$ cat config.mk
export PLATFORM = sky130hd
export DESIGN_NAME = crsv_curve
export DESIGN_NICKNAME = d
export VERILOG_FILES = /design/src/design/crsv_pkg.sv /design/src/design/crsv_curve.sv
export SDC_FILE = /design/constraint.sdc
export NUM_CORES = 2
export LEC_CHECK = 0
export BUFFER_PORTS_ARGS = -buffer_cell sky130_fd_sc_hd__buf_2
export CAP_MARGIN = 20
export CORE_MARGIN = 4
export CORE_UTILIZATION = 55
export CTS_CLUSTER_SIZE = 40
export DETAILED_ROUTE_END_ITERATION = 10
export GPL_TIMING_DRIVEN = 1
export PLACE_DENSITY = 0.84
export SYNTH_ARGS = -nofsm -noshare
export SYNTH_HDL_FRONTEND = slang
export SYNTH_SLANG_ARGS = --single-unit
$ cat constraint.sdc
create_clock -name clk -period 8.6 [get_ports clk]
set_input_delay 1.29 -clock clk [delete_from_list [all_inputs] [get_ports clk]]
set_output_delay 1.29 -clock clk [all_outputs]
set_load 0.03 [all_outputs]
$ cat src/design/crsv_pkg.sv
// Shared constants for the Catmull-Rom strip vertex unit.
`timescale 1ns / 1ps
package crsv_pkg;

  // Fixed field widths
  localparam int K_W      = 7;
  localparam int HALF_W   = 16;
  localparam int OUT_W    = 20;
  localparam int UNIT_W   = 20;
  localparam int TEX_U_W  = 2;
  localparam int T_W      = 16;

  // Output saturation limits, Q15.4
  localparam int OUT_MAX = 524287;
  localparam int OUT_MIN = -524288;

  // CORDIC vectoring setup
  localparam int CORDIC_ITERS    = 16;
  localparam int CORDIC_GAIN_INV = 39797;
  localparam int UNIT_ONE        = 65536;

  // Rounding offset for the Q.16 drop
  localparam int RND_HALF = 32768;

  // Register map
  localparam int REG_HALF_WIDTH   = 0;
  localparam int HALF_WIDTH_RESET = 16;

  // Texture codes, indexed by k mod 4
  localparam logic [1:0] TEX_NONE = 2'd0;
  localparam logic [1:0] TEX_U05  = 2'd1;
  localparam logic [1:0] TEX_U10  = 2'd2;
  localparam logic [1:0] TEX_U05V = 2'd3;

  localparam logic [TEX_U_W-1:0] U_ZERO = 2'd0;
  localparam logic [TEX_U_W-1:0] U_HALF = 2'd1;
  localparam logic [TEX_U_W-1:0] U_ONE  = 2'd2;

endpackage

$ cat src/design/crsv_curve.sv
// Three-stage Horner evaluation of one curve axis.
`timescale 1ns / 1ps
module crsv_curve #(
  parameter int HW = 30
) (
  input  logic                          clk,
  input  logic                          en,
  input  logic signed [HW-1:0]          a,
  input  logic signed [HW-1:0]          b,
  input  logic signed [HW-1:0]          c,
  input  logic signed [HW-1:0]          p1s,
  input  logic signed [HW-1:0]          p2s,
  input  logic [crsv_pkg::T_W-1:0]      t,
  output logic signed [HW-1:0]          h,
  output logic signed [HW-1:0]          p2d
);
  localparam int PW = HW + crsv_pkg::T_W + 1;

  logic signed [HW-1:0] h1, h2, a_d1, p1_d1, p1_d2, p2_d1, p2_d2;
  logic [crsv_pkg::T_W-1:0] t_d1, t_d2;
  logic signed [PW-1:0] m1, m2, m3;

  // Round a Q.16 product back to the coefficient scale
  function automatic logic signed [HW-1:0] rnd(input logic signed [PW-1:0] v);
    logic signed [PW-1:0] s;
    s = (v + PW'(crsv_pkg::RND_HALF)) >>> 16;
    return s[HW-1:0];
  endfunction

  assign m1 = PW'(c)  * $signed({1'b0, t});
  assign m2 = PW'(h1) * $signed({1'b0, t_d1});
  assign m3 = PW'(h2) * $signed({1'b0, t_d2});

  // Advance the Horner chain one step a stage
  always_ff @(posedge clk) begin
    if (en) begin
      h1    <= b + rnd(m1);
      a_d1  <= a;
      p1_d1 <= p1s;
      p2_d1 <= p2s;
      t_d1  <= t;
      h2    <= a_d1 + rnd(m2);
      p1_d2 <= p1_d1;
      p2_d2 <= p2_d1;
      t_d2  <= t_d1;
      h     <= p1_d2 + rnd(m3);
      p2d   <= p2_d2;
    end
  end
endmodule

Word level (Yosys, flattened, before mapping)
Index checks and enable logic that the tools add are counted.

Output and inout bits: 60. Register bits after elaboration: 302. Word-level logic and storage cells: 20.

$mul: 3. Add/sub/neg operators: 6.

Operators with widths (number): adder 46 x 17 -> 46 bit (second input constant) (3); multiplier 30 x 17 -> 46 bit (3); adder 30 bit (3).

Depth between registers and ports, before layout
Depth after elaboration: 3. Gate-level depth with buffers: 36. Gate-level depth less buffers: 35.

Worst setup path after synthesis
No wires, ideal clock.

Path type: input -> register. From: input port t[2] (netlist bit). To: register h1[19] (data pin). Slack: -0.793 ns. Stages on the path: 32. Setup time: 0.262 ns. Arrival: 9.130 ns. Path buffers: 2. Cells stage by stage: clkbuf_1 -> clkbuf_1 -> nand2_1 -> fa_1 -> fa_1 -> inv_1 -> fa_1 -> fa_1 -> fa_1 -> inv_1 -> fa_1 -> inv_1 -> ha_1 -> a21o_1 -> a21o_1 -> a221oi_1 -> a21boi_0 -> o21a_1 -> o21ai_0 -> a21oi_1 -> o21a_1 -> nor2_1 -> ha_1 -> a211o_1 -> o311ai_0 -> o311ai_0 -> and2_1 -> o21ai_0 -> a21boi_0 -> o41ai_1 -> o21bai_1 -> xor2_1.

Cells in the longest elaborated chain, start to end: 3.

Ends and longest elaborated chain: start: declaration (RTL line crsv_curve.sv:13) `input logic [crsv_pkg::T_W-1:0] t,`; multiplier 30 x 17 -> 46 bit (RTL line crsv_curve.sv:30) `assign m1 = PW'(c) * $signed({1'b0, t});`; adder 46 x 17 -> 46 bit (RTL line crsv_curve.sv:26) `s = (v + PW'(crsv_pkg::RND_HALF)) >>> 16;`; adder 30 bit (RTL line crsv_curve.sv:37) `h1 <= b + rnd(m1);`; end signal: assignment (RTL line crsv_curve.sv:37); end: declaration (RTL line crsv_curve.sv:19) `logic signed [HW-1:0] h1, h2, a_d1, p1_d1, p1_d2, p2_d1, p2_d2;`.

Every way passes these cells. A chain may end at the register's enable or synchronous reset.

Final worst setup path
From: register t_d1[4] (netlist bit). To: register h2[28] (data pin).

Cells in the longest elaborated chain, start to end: 3.

Ends and longest elaborated chain: start: declaration (RTL line crsv_curve.sv:20) `logic [crsv_pkg::T_W-1:0] t_d1, t_d2;`; start signal: assignment (RTL line crsv_curve.sv:41) `t_d1 <= t;`; multiplier 30 x 17 -> 46 bit (RTL line crsv_curve.sv:31) `assign m2 = PW'(h1) * $signed({1'b0, t_d1});`; adder 46 x 17 -> 46 bit (RTL line crsv_curve.sv:26); adder 30 bit (RTL line crsv_curve.sv:42) `h2 <= a_d1 + rnd(m2);`; end signal: assignment (RTL line crsv_curve.sv:42); end: declaration (RTL line crsv_curve.sv:19).

Every way passes these cells.

==> results_dict.tcl <==
set metrics [dict create \
    status "finished, violations left" \
    violations "setup timing" \
    required_ns 9.00 \
    nets 9244 \
    cts-buffers-inserted 38 \
    synth_top_area_frac 0.431 \
    yosysWarnings 0 \
    drv_slew 0 \
    critPathKind "reg2reg" \
    ys_ff_latch 302 \
    synth_edf_count 302 \
    die_w_um 348 \
    num_vias 46394 \
    drc 0 \
    via_per_inst 5.29 \
    firstDrtPassIters 6 \
    clock_skew_ns 0.0220 \
    min_period_ns 8.68 \
    synth_area_um2 63600 \
    synth_cell_types 75 \
    htree_levels 2 \
    syn_to_final_growth_pct 15.3 \
    drive_above_1_share 0.159 \
    rsz0062_at_grt "yes" \
    top_level_ports 228 \
    die_y_um 348 \
    critPathMaxFanout 4 \
    syn-num-nets 8554 \
    overflow 0 \
    timing.hold.ws_ns 0.416 \
    cts-root-buf "clkbuf_16" \
    clockBufferDepth 3 \
    arrival_ns 9.08 \
    critical-path-top-delay-family "adder cells" \
    fin_crit_sh 1.01 \
    max-cap-violations 0 \
    syn_inst 6529 \
    synth_mux_area_frac 0.000157 \
    rows 124 \
    fin_area_um2 73300 \
    synthXorXnorAreaFrac 0.0243 \
    grt_pass1_wl_um 254000 \
    relSlewSlack 0.363 \
    hold_viol_final 0 \
    placed_area_um2 70400 \
    ys.flop_type "edfxtp_1" \
    critical-path-max-stage-delay_ns 0.54 \
    core_um2 115000 \
    dp_hpwl_um 132000 \
    crit_path_end_kind "flip-flop" \
    ant_nets 0 \
    clock-sinks 302 \
    ys_seq_area_frac 0.143 \
    syn_avg_cell_area_um2 9.74 \
    worst_pin_slew_ns 0.956 \
    die_area_um2 121000 \
    yosys.area_share.simple 0.145 \
    cts.reportedPaths.clkPinSlew_ns 0.07 \
    cp_slowest_cell "fa_1" \
    ys_top_cells_by_area "fa_1, edfxtp_1, inv_1, ha_1, and2_1" \
    clock_latency_ns 0.61 \
    crit_buf_inv 6 \
    cts_tree "yes" \
    wl_per_cell_um 18.0 \
    holdCritPathClass "reg2reg" \
    numPortBuffers 227 \
    grt_max_degree 150 \
    setup_viol 1 \
    worst_path_most_repeated_cell "fa_1" \
    worst_setup_path_start_kind "flip-flop" \
    wirelength_um 158000 \
    synth-compound-area-share 0.0459 \
    fmax_ghz 0.115 \
    fin_ws_ns -0.0827 \
    drt-initial-drc-count 3171 \
    grt_use_total 0.261 \
    synthAdderAreaFrac 0.527 \
    ys_async_sr_fraction 0 \
    cts_hold_buf 0 \
    grt_pass1_vias 51358 \
    synth_area_leader_cell "fa_1" \
    start_util 0.555 \
    finalWeightedCongestion 0.948 \
    synth_top_family_by_area "adder cells" \
    antenna_found_initial 5 \
]
[cells in the mapped netlist, types with 6 or more instances]
master / count
and3_1: 28
a31oi_1: 8
edfxtp_1: 302
nor2_1: 122
clkbuf_1: 237
nand2_1: 697
or3_1: 12
and2_1: 802
o211ai_1: 8
o21a_1: 32
ha_1: 489
inv_1: 1716
and4_1: 7
fa_1: 1368
a21oi_1: 116
o311ai_0: 6
nor3_1: 38
a31o_2: 7
o31ai_1: 11
a21boi_0: 10
nor2b_1: 11
o21bai_1: 18
nand3_1: 29
nand4_1: 16
a21o_1: 79
xor2_1: 50
a211oi_1: 20
xnor2_1: 124
nand2b_1: 18
o21ai_0: 65
[timing repair]
action                     in CTS  in global routing
cloned                          1                  2
setup endpoints to repair      21                 29
gates resized for setup        79                204
pin swaps                      45                166
setup buffers                  21                 47
[layout make-up]
class,count,area [um^2]
clock buffer,40,958
antenna,2,5.00
timing repair buffer,888,6530
inverter,1716,6440
fill,8480,41200
sequential,302,9070
tap,1512,1890
clock inverter,29,250
multi-input combinational,4273,48200
[metrics by stage]
stage | TNS [ns] | setup WS [ns] | instances | util
5_1_grt | -1.27 | -0.287 | 8762 | 0.640
3_3_place_gp | -7.99 | -0.836 | 8623 | 0.615
6_report | -0.0827 | -0.0827 | 8762 | 0.640
4_1_cts | -0.0142 | -0.0142 | 8713 | 0.630
3_5_place_dp | -11.79 | -0.980 | 8623 | 0.615
2_1_floorplan | -0.00995 | -0.00995 | 6529 | -
[registers in the layout, indices dropped and copies added (netlist names)]
register  count
h2           30
h            30
p1_d1        30
a_d1         30
h1           30
p2_d2        30
t_d1         16
p2d          30
t_d2         16
p1_d2        30
p2_d1        30
[worst reg2reg max path, delay by kind of cell, from the launching register on]
family | cells | cell delay [ns]
AOI/OAI and AO/OA | 16 | 3.30
xor gates and xnor gates | 1 | 0.35
adders and majority gates | 8 | 3.49
buffers and inverters | 6 | 0.50
DFF | 1 | 0.48
and+or+nand+nor | 2 | 0.35
[cell families after synthesis]
logic type	Yosys count
buffers and inverters	1954
flip-flops	302
AO/OA/AOI/OAI	436
multiplexers	1
AND/OR/NAND/NOR	1804
adder cells (fa/ha/maj)	1857
XOR/XNOR	175
[placed cells by master (no fill, tap or decap), drive strengths merged, types with 20 or more instances in the layout]
| cell type | instances |
|---|---|
| nor2 | 122 |
| buf | 882 |
| edfxtp | 302 |
| nand2 | 697 |
| o21ai | 70 |
| and2 | 802 |
| a21oi | 118 |
| a211oi | 20 |
| o21a | 32 |
| fa | 1368 |
| inv | 1723 |
| and3 | 29 |
| ha | 489 |
| a21o | 80 |
| xor2 | 50 |
| xnor2 | 124 |
| nand3 | 29 |
| nor3 | 38 |
| clkbuf | 46 |
[per-layer routing]
| layer | part of all wire | up-vias | global-route usage |
|---|---|---|---|
| li1 | - | 20709 | - |
| met1 | 0.37 | 23419 | 0.314 |
| met2 | 0.51 | 1859 | 0.470 |
| met3 | 0.080 | 407 | 0.0533 |
| met4 | 0.038 | 0 | 0.0894 |
| met5 | 0 | - | 0 |
[worst paths after layout]
check	from	end	slack, ns	depth (start not counted)
hold / removal	p2_d1[25]$_DFFE_PP_	p2_d2[25]$_DFFE_PP_	0.42	0
setup / recovery	t_d1[4]$_DFFE_PP_	h2[28]$_DFFE_PP_	-0.08	33
hold reg to reg	p2_d1[25]$_DFFE_PP_	p2_d2[25]$_DFFE_PP_	0.42	0
setup reg to reg	t_d1[4]$_DFFE_PP_	h2[28]$_DFFE_PP_	-0.08	33
Power is not shown: default switching activity piles up to over one toggle a cycle in this logic, so the estimate is an artifact.
