===== config.mk =====
export PLATFORM = sky130hd
export DESIGN_NAME = crsv_offset
export DESIGN_NICKNAME = d
export VERILOG_FILES = /design/src/design/crsv_pkg.sv /design/src/design/crsv_offset.sv
export SDC_FILE = /design/constraint.sdc
export NUM_CORES = 1
export LEC_CHECK = 0
export ABC_CLOCK_PERIOD_IN_PS = 10000
export BUFFER_PORTS_ARGS = -buffer_cell sky130_fd_sc_hd__buf_2
export CAP_MARGIN = 20
export CORE_MARGIN = 2
export CORE_UTILIZATION = 45
export DETAILED_ROUTE_END_ITERATION = 10
export GPL_ROUTABILITY_DRIVEN = 0
export RECOVER_POWER = 25
export SYNTH_ARGS = -nofsm -noshare
export SYNTH_HDL_FRONTEND = slang
export SYNTH_SLANG_ARGS = --single-unit

===== constraint.sdc =====
create_clock -name clk -period 10 [get_ports clk]
set_input_delay 2 -clock clk [delete_from_list [all_inputs] [get_ports clk]]
set_output_delay 2 -clock clk [all_outputs]
set_load 0.03 [all_outputs]

===== src/design/crsv_pkg.sv =====
// Shared constants for the Catmull-Rom strip vertex unit.
`timescale 1ns / 1ps
package crsv_pkg;

  // Fixed field widths
  localparam int K_W      = 7;
  localparam int HALF_W   = 16;
  localparam int OUT_W    = 20;
  localparam int UNIT_W   = 20;
  localparam int TEX_U_W  = 2;
  localparam int T_W      = 16;

  // Output saturation limits, Q15.4
  localparam int OUT_MAX = 524287;
  localparam int OUT_MIN = -524288;

  // CORDIC vectoring setup
  localparam int CORDIC_ITERS    = 16;
  localparam int CORDIC_GAIN_INV = 39797;
  localparam int UNIT_ONE        = 65536;

  // Rounding offset for the Q.16 drop
  localparam int RND_HALF = 32768;

  // Register map
  localparam int REG_HALF_WIDTH   = 0;
  localparam int HALF_WIDTH_RESET = 16;

  // Texture codes, indexed by k mod 4
  localparam logic [1:0] TEX_NONE = 2'd0;
  localparam logic [1:0] TEX_U05  = 2'd1;
  localparam logic [1:0] TEX_U10  = 2'd2;
  localparam logic [1:0] TEX_U05V = 2'd3;

  localparam logic [TEX_U_W-1:0] U_ZERO = 2'd0;
  localparam logic [TEX_U_W-1:0] U_HALF = 2'd1;
  localparam logic [TEX_U_W-1:0] U_ONE  = 2'd2;

endpackage


===== src/design/crsv_offset.sv =====
// Two-stage offset of one axis: scale the direction, add and subtract, round, saturate.
`timescale 1ns / 1ps
module crsv_offset #(
  parameter int HW = 30
) (
  input  logic                                 clk,
  input  logic                                 en,
  input  logic signed [HW-1:0]                 h,
  input  logic signed [crsv_pkg::UNIT_W-1:0]   u,
  input  logic [crsv_pkg::HALF_W-1:0]          w,
  output logic signed [crsv_pkg::OUT_W-1:0]    plus,
  output logic signed [crsv_pkg::OUT_W-1:0]    minus
);
  localparam int UW = crsv_pkg::UNIT_W;
  localparam int PW = UW + crsv_pkg::HALF_W + 1;
  localparam int SW = ((HW + 7 > PW) ? HW + 7 : PW) + 1;
  localparam int RW = SW - 16;
  localparam logic signed [RW-1:0] R_MAX = RW'(crsv_pkg::OUT_MAX);
  localparam logic signed [RW-1:0] R_MIN = RW'(crsv_pkg::OUT_MIN);

  logic signed [PW-1:0] prod;
  logic signed [SW-1:0] hs;
  logic signed [SW-1:0] sp, sm;
  logic signed [RW-1:0] rp, rm;

  function automatic logic signed [crsv_pkg::OUT_W-1:0] sat(
      input logic signed [RW-1:0] v);
    logic signed [crsv_pkg::OUT_W-1:0] r;
    if (v > R_MAX)      r = R_MAX[crsv_pkg::OUT_W-1:0];
    else if (v < R_MIN) r = R_MIN[crsv_pkg::OUT_W-1:0];
    else                r = v[crsv_pkg::OUT_W-1:0];
    return r;
  endfunction

  // Scale the direction by the half width
  always_ff @(posedge clk) begin
    if (en) begin
      prod <= PW'(u) * $signed({1'b0, w});
      hs   <= SW'(h) <<< 7;
    end
  end

  assign sp = (hs + SW'(prod) + SW'(crsv_pkg::RND_HALF)) >>> 16;
  assign sm = (hs - SW'(prod) + SW'(crsv_pkg::RND_HALF)) >>> 16;
  assign rp = sp[RW-1:0];
  assign rm = sm[RW-1:0];

  // Round to Q.4 and clamp into the output range
  always_ff @(posedge clk) begin
    if (en) begin
      plus  <= sat(rp);
      minus <= sat(rm);
    end
  end
endmodule


; After elaboration in Yosys (flattened, before gate mapping)
; Cells that the tools add are included.
[op_classes]
n_mul = 1
n_lt_le_gt_ge = 4
n_mux = 2
add_sub_neg = 4
[op_table]
columns = operator, n
row1 = adder 38 x 17 -> 38 bit (second input constant), 2
row2 = > comparator 22 x 20 -> 1 bit (second input constant), 2
row3 = less-than comparator 22 x 20 -> 1 bit (second input constant), 2
row4 = two-way mux 20 bit, 2
row5 = adder 37 x 37 -> 38 bit, 1
row6 = subtractor 37 x 37 -> 38 bit, 1
row7 = multiplier 20 x 17 -> 37 bit, 1
[totals]
word_cells = 15
register_bits = 107
out_inout_bits = 40
input_bits = 68

; Depth between registers and ports, before layout
[depth]
depth_word = 4
ltp_mapped = 25
ltp_nobuf = 24

; Worst setup path before layout
; Ideal clock, no wire load.
[synth_timing]
kind = input port to flip-flop
startpoint = input port u[7] (netlist bit)
endpoint = register prod[36], data pin
required_ns = 9.740
setup_time_ns = 0.260
path_buffers = 1
cell_stages = 24
setup_slack_ns = 1.725
arrival_ns = 8.015
cell_sequence = clkbuf_1 nand2_1 fa_1 inv_1 fa_1 inv_1 fa_1 inv_1 fa_1 fa_1 inv_1 fa_1 inv_1 ha_1 a21o_1 a21o_1 a2111oi_0 o32a_1 o21ai_0 a21o_1 a2111oi_0 o31ai_1 a21oi_1 xnor2_1
[synth_via]
elab_chain_len = 1
[synth_lines]
columns = element, line
row1 = start: declaration, crsv_offset.sv:9  ; input logic signed [crsv_pkg::UNIT_W-1:0] u,
row2 = multiplier 20 x 17 -> 37 bit, crsv_offset.sv:38  ; prod <= PW'(u) * $signed({1'b0, w});
row3 = end signal: assignment, crsv_offset.sv:38
row4 = end: declaration, crsv_offset.sv:21  ; logic signed [PW-1:0] prod;
; Every way passes these cells.
; A chain may end at the register's enable or synchronous reset.

; Worst setup path after layout
[layout_timing]
startpoint = input port w[8] (netlist bit)
endpoint = register prod[36], data pin
[layout_via]
elab_chain_len = 1
[layout_lines]
columns = element, line
row1 = start: declaration, crsv_offset.sv:10  ; input logic [crsv_pkg::HALF_W-1:0] w,
row2 = multiplier 20 x 17 -> 37 bit, crsv_offset.sv:38
; Every way passes these cells.

==> results by stage <==
Die:
- The row count is 75.
- The floorplan die height is 209 um.
- The total area inside the core boundary comes to 41700 um2.
- The die is 209 um wide.
- For this configuration, the core starts out at a cell density of 45.3%.
- The number of ports placed on the die boundary is 108.
- The die area is 43600 um2.

Cells and area:
- The commonest non-fill, non-tap cell in the layout is inv_1.
- Leaving out fill and tap cells, the most frequent cells in the layout are 485 x inv_1, 321 x fa_1, 222 x nand2_1, 210 x ha_1, 135 x and2_1.
- The area growth from synthesis to layout is 6.65%.
- The multi-input logic area is 13600 um2.
- After the last flow step, the layout net total stands at 2606.
- The total area of sequential cells is 3210 um2.
- The count of fill cells added during filler insertion is 3970.
- Of the cells placed in the final design, the portion with a size suffix greater than 1 is slightly below 8%.
- The diode insertion count for antenna repair is 0.

Synthesis:
- The adder-cell share of the synthesized area is a little under half.
- The net count after synthesis is 2543.
- Each instance of the synthesized netlist takes up on average 9.71 um2.
- The sequential cell area fraction in the yosys report is roughly 17%.
- The most frequently used flop master after synthesis is edfxtp_1.
- Measured against the total synthesized area, the mux share comes to 0.0530%.
- The dominant combinational cell family by area after synthesis is adder cells.
- The post-synthesis instance area is 18900 um2.
- During synthesis, Yosys emitted a total of 0 warnings.
- The synthesized-area fraction occupied by xor and xnor cells is 3.15%.
- Synthesis produced 1944 cells.
- The proportion of synthesized flip-flops having asynchronous set or reset is 0%.
- Of the post-synthesis cell area, the dominant cell type holds about a third.
- In this run, synthesis produced a sequential element count of 107.
- The fraction of the mapped netlist area in compound gates is 8.81%.
- The top cell type by total area after synthesis is fa_1.
- The number of distinct standard cells referenced by the synthesized netlist is 73.
- After synthesis, the cell types taking the most area are fa_1 34%, edfxtp_1 17%, ha_1 14%.
- The simple logic cell fraction of the synthesized area is 12.0%.
- The number of flops mapped to enable cells by yosys is ~110.

GRT:
- The first global-routing pass estimated a little under 70 mm of wire.
- The combined global-route utilization of all metal layers is 19.6%.
- The number of antenna violations at the first check in global routing is 0.
- The largest net degree at the start of global routing is 61.
- The via count of the first global-routing pass is 13300.
- The remaining global-route overflow is 0.

Detailed routing:
- The DRC marker count from the first detailed-route iteration is 446.
- Dividing the detail-routed wire length by the instance count gives 15.9 um.
- The detailed-route wire length is 40.4 mm.
- The remaining antenna violation count after routing is 0.
- The via density per instance is 4.95.
- For this block, the via count after detailed routing is 12600.
- In the routed design, unresolved DRC markers number 0.
- The pre-antenna-repair detailed-routing pass consisted of 5 iterations.

Hold path:
- The classification of the worst-slack hold path is flop to flop.
- The number of cells on the worst hold path is 3.

CTS:
- No sink is reached through more buffers than the 2 on the longest clock path.
- Once the clock tree was built, the setup fixing pass inserted 0 buffers.
- The tree built by TritonCTS fans out to 107 sinks.
- The clock root buffer is clkbuf_16.
- TritonCTS built the clock tree.
- The clock buffer count from CTS is 9.
- The clock latency on the worst-skew pair is 370 ps.
- After clock tree synthesis, the clock-pin slew on the worst setup and hold paths is roughly 70 ps.
- CTS built an H-tree with a depth of 3.
- Hold repair after CTS inserted 0 buffers.
- The post-cts gate resize count is 0.

Timing:
- For the pin with the worst max-slew slack, the measured transition is 2550 ps.
- Setup violations remaining at the end of the flow were counted as 0.
- Setup repair after global routing left no endpoint under its margin.
- The worst max-slew margin expressed relative to the limit is -70.0%.
- The post-route clock period utilization is between 80% and 90%.
- The fmax is approximately 0.12 GHz.
- The total negative setup slack is 0 ps.
- The total count of hold-check failures in the final report is 0.
- Clock skew on the completed layout was measured at 11.4 ps.
- The minimum clock period is 8580 ps.
- The count of final max-slew check failures came to 49.

Setup path:
- The worst register-to-register path has a depth of 13.
- Data on the critical path is required at its endpoint by roughly 10000 ps.
- Data on the critical path arrives at its endpoint at 8700 ps.
- The worst setup path is captured at a flop.
- The critical setup path kind is primary input to flop.
- Of all nets on the critical path, the largest fanout is 20.
- The startpoint class of the critical path is a primary input.

Status:
- The checks that failed: capacitance limit, slew limit.
- The flow ran to the end, but the final reports show violations.

Place:
- Once detailed placement completed, the half-perimeter wirelength came to 34.8 mm.
- The count of buffers inserted at the top-level ports is 107.

Flow run:
- The tool flagged a number of max-cap violations equal to 1.
through the flow:
step                      hold WS, ps  util (%)  instance area (um2)  setup slack (ps)  cells
final                            1010      48.3                20100              1420   2550
after global routing             1060      48.3                20100              1080   2550
after CTS                        1030      48.3                20100              1390   2550
after detailed placement         1010      47.6                19800              1010   2535
after global placement           1010      47.6                19800              1170   2535
after floorplan                   899         -                18900              1720   1944
logic make-up (layout without fill, tap and decap cells):
kind of cell / after synthesis / count (layout)
and+or+nand+nor: 466 / 466
AOI/OAI and AO/OA: 229 / 229
xor gates and xnor gates: 67 / 67
DFF: 107 / 107
muxes: 1 / 1
buffers and inverters: 543 / 610
adders and majority gates: 531 / 531
layer usage:
layer | global-route usage, % | wire, um | up-vias
met4 | 4.21 | 472 | 0
met2 | 30.5 | 17400 | 342
li1 | - | - | 6126
met5 | 0 | 0 | -
met3 | 2.84 | 2370 | 23
met1 | 29.1 | 20200 | 6137
flip-flops by register name, indices dropped and copies added, names as in the netlist:
name	cells
plus	20
hs	30
minus	20
prod	37
layout make-up:
class                           instances  share of cell area [%]
Tap cell                              539                    3.35
Inverter                              486                    9.06
Timing Repair Buffer                  109                    2.72
Clock inverter                          6                   0.286
Clock buffer                            9                    1.12
Sequential cell                       107                    16.0
Multi-Input combinational cell       1294                    67.5
worst max-delay path, cell delays in order:
cell	delay [ps]
buf_2	290
nand2_1	130
fa_1	550
inv_1	50
fa_1	530
inv_1	70
fa_1	540
inv_1	60
fa_1	500
fa_1	560
inv_1	60
fa_1	530
inv_1	40
ha_1	350
a21o_1	200
a21o_1	170
a2111oi_0	420
o32a_1	230
o21ai_0	210
a21o_1	280
a2111oi_0	490
o31ai_1	150
a21oi_1	190
xnor2_1	80
cell usage after synthesis (5+ instances only):
cell and instances:
clkbuf_1 51, o21a_1 13, or3_1 5, xor2_1 21, edfxtp_1 107, nand2b_1 7, o21ai_2 9, nor2b_1 8
ha_1 210, a21boi_0 5, nand2_1 222, xnor2_1 45, nand3_1 14, and3_1 8, fa_1 321, nor2_1 32
a21oi_1 57, a21o_2 7, o31ai_1 11, nand4_1 6, a21o_1 47, and2_1 135, o21ai_0 26, inv_1 485
nor3_1 18
path summary, 6_finish.rpt:
path	start	endpoint	slack, ps
worst min-delay path	hs[36]	plus[19]	1010
worst max register to register	hs[30]	plus[3]	5900
worst max-delay path	w[8]	prod[36]	1420
worst min register to register	hs[36]	plus[19]	1010
Power is left out: the tool's default activity adds up to more than one toggle a clock period on the data nets, which glitch-free logic cannot reach.
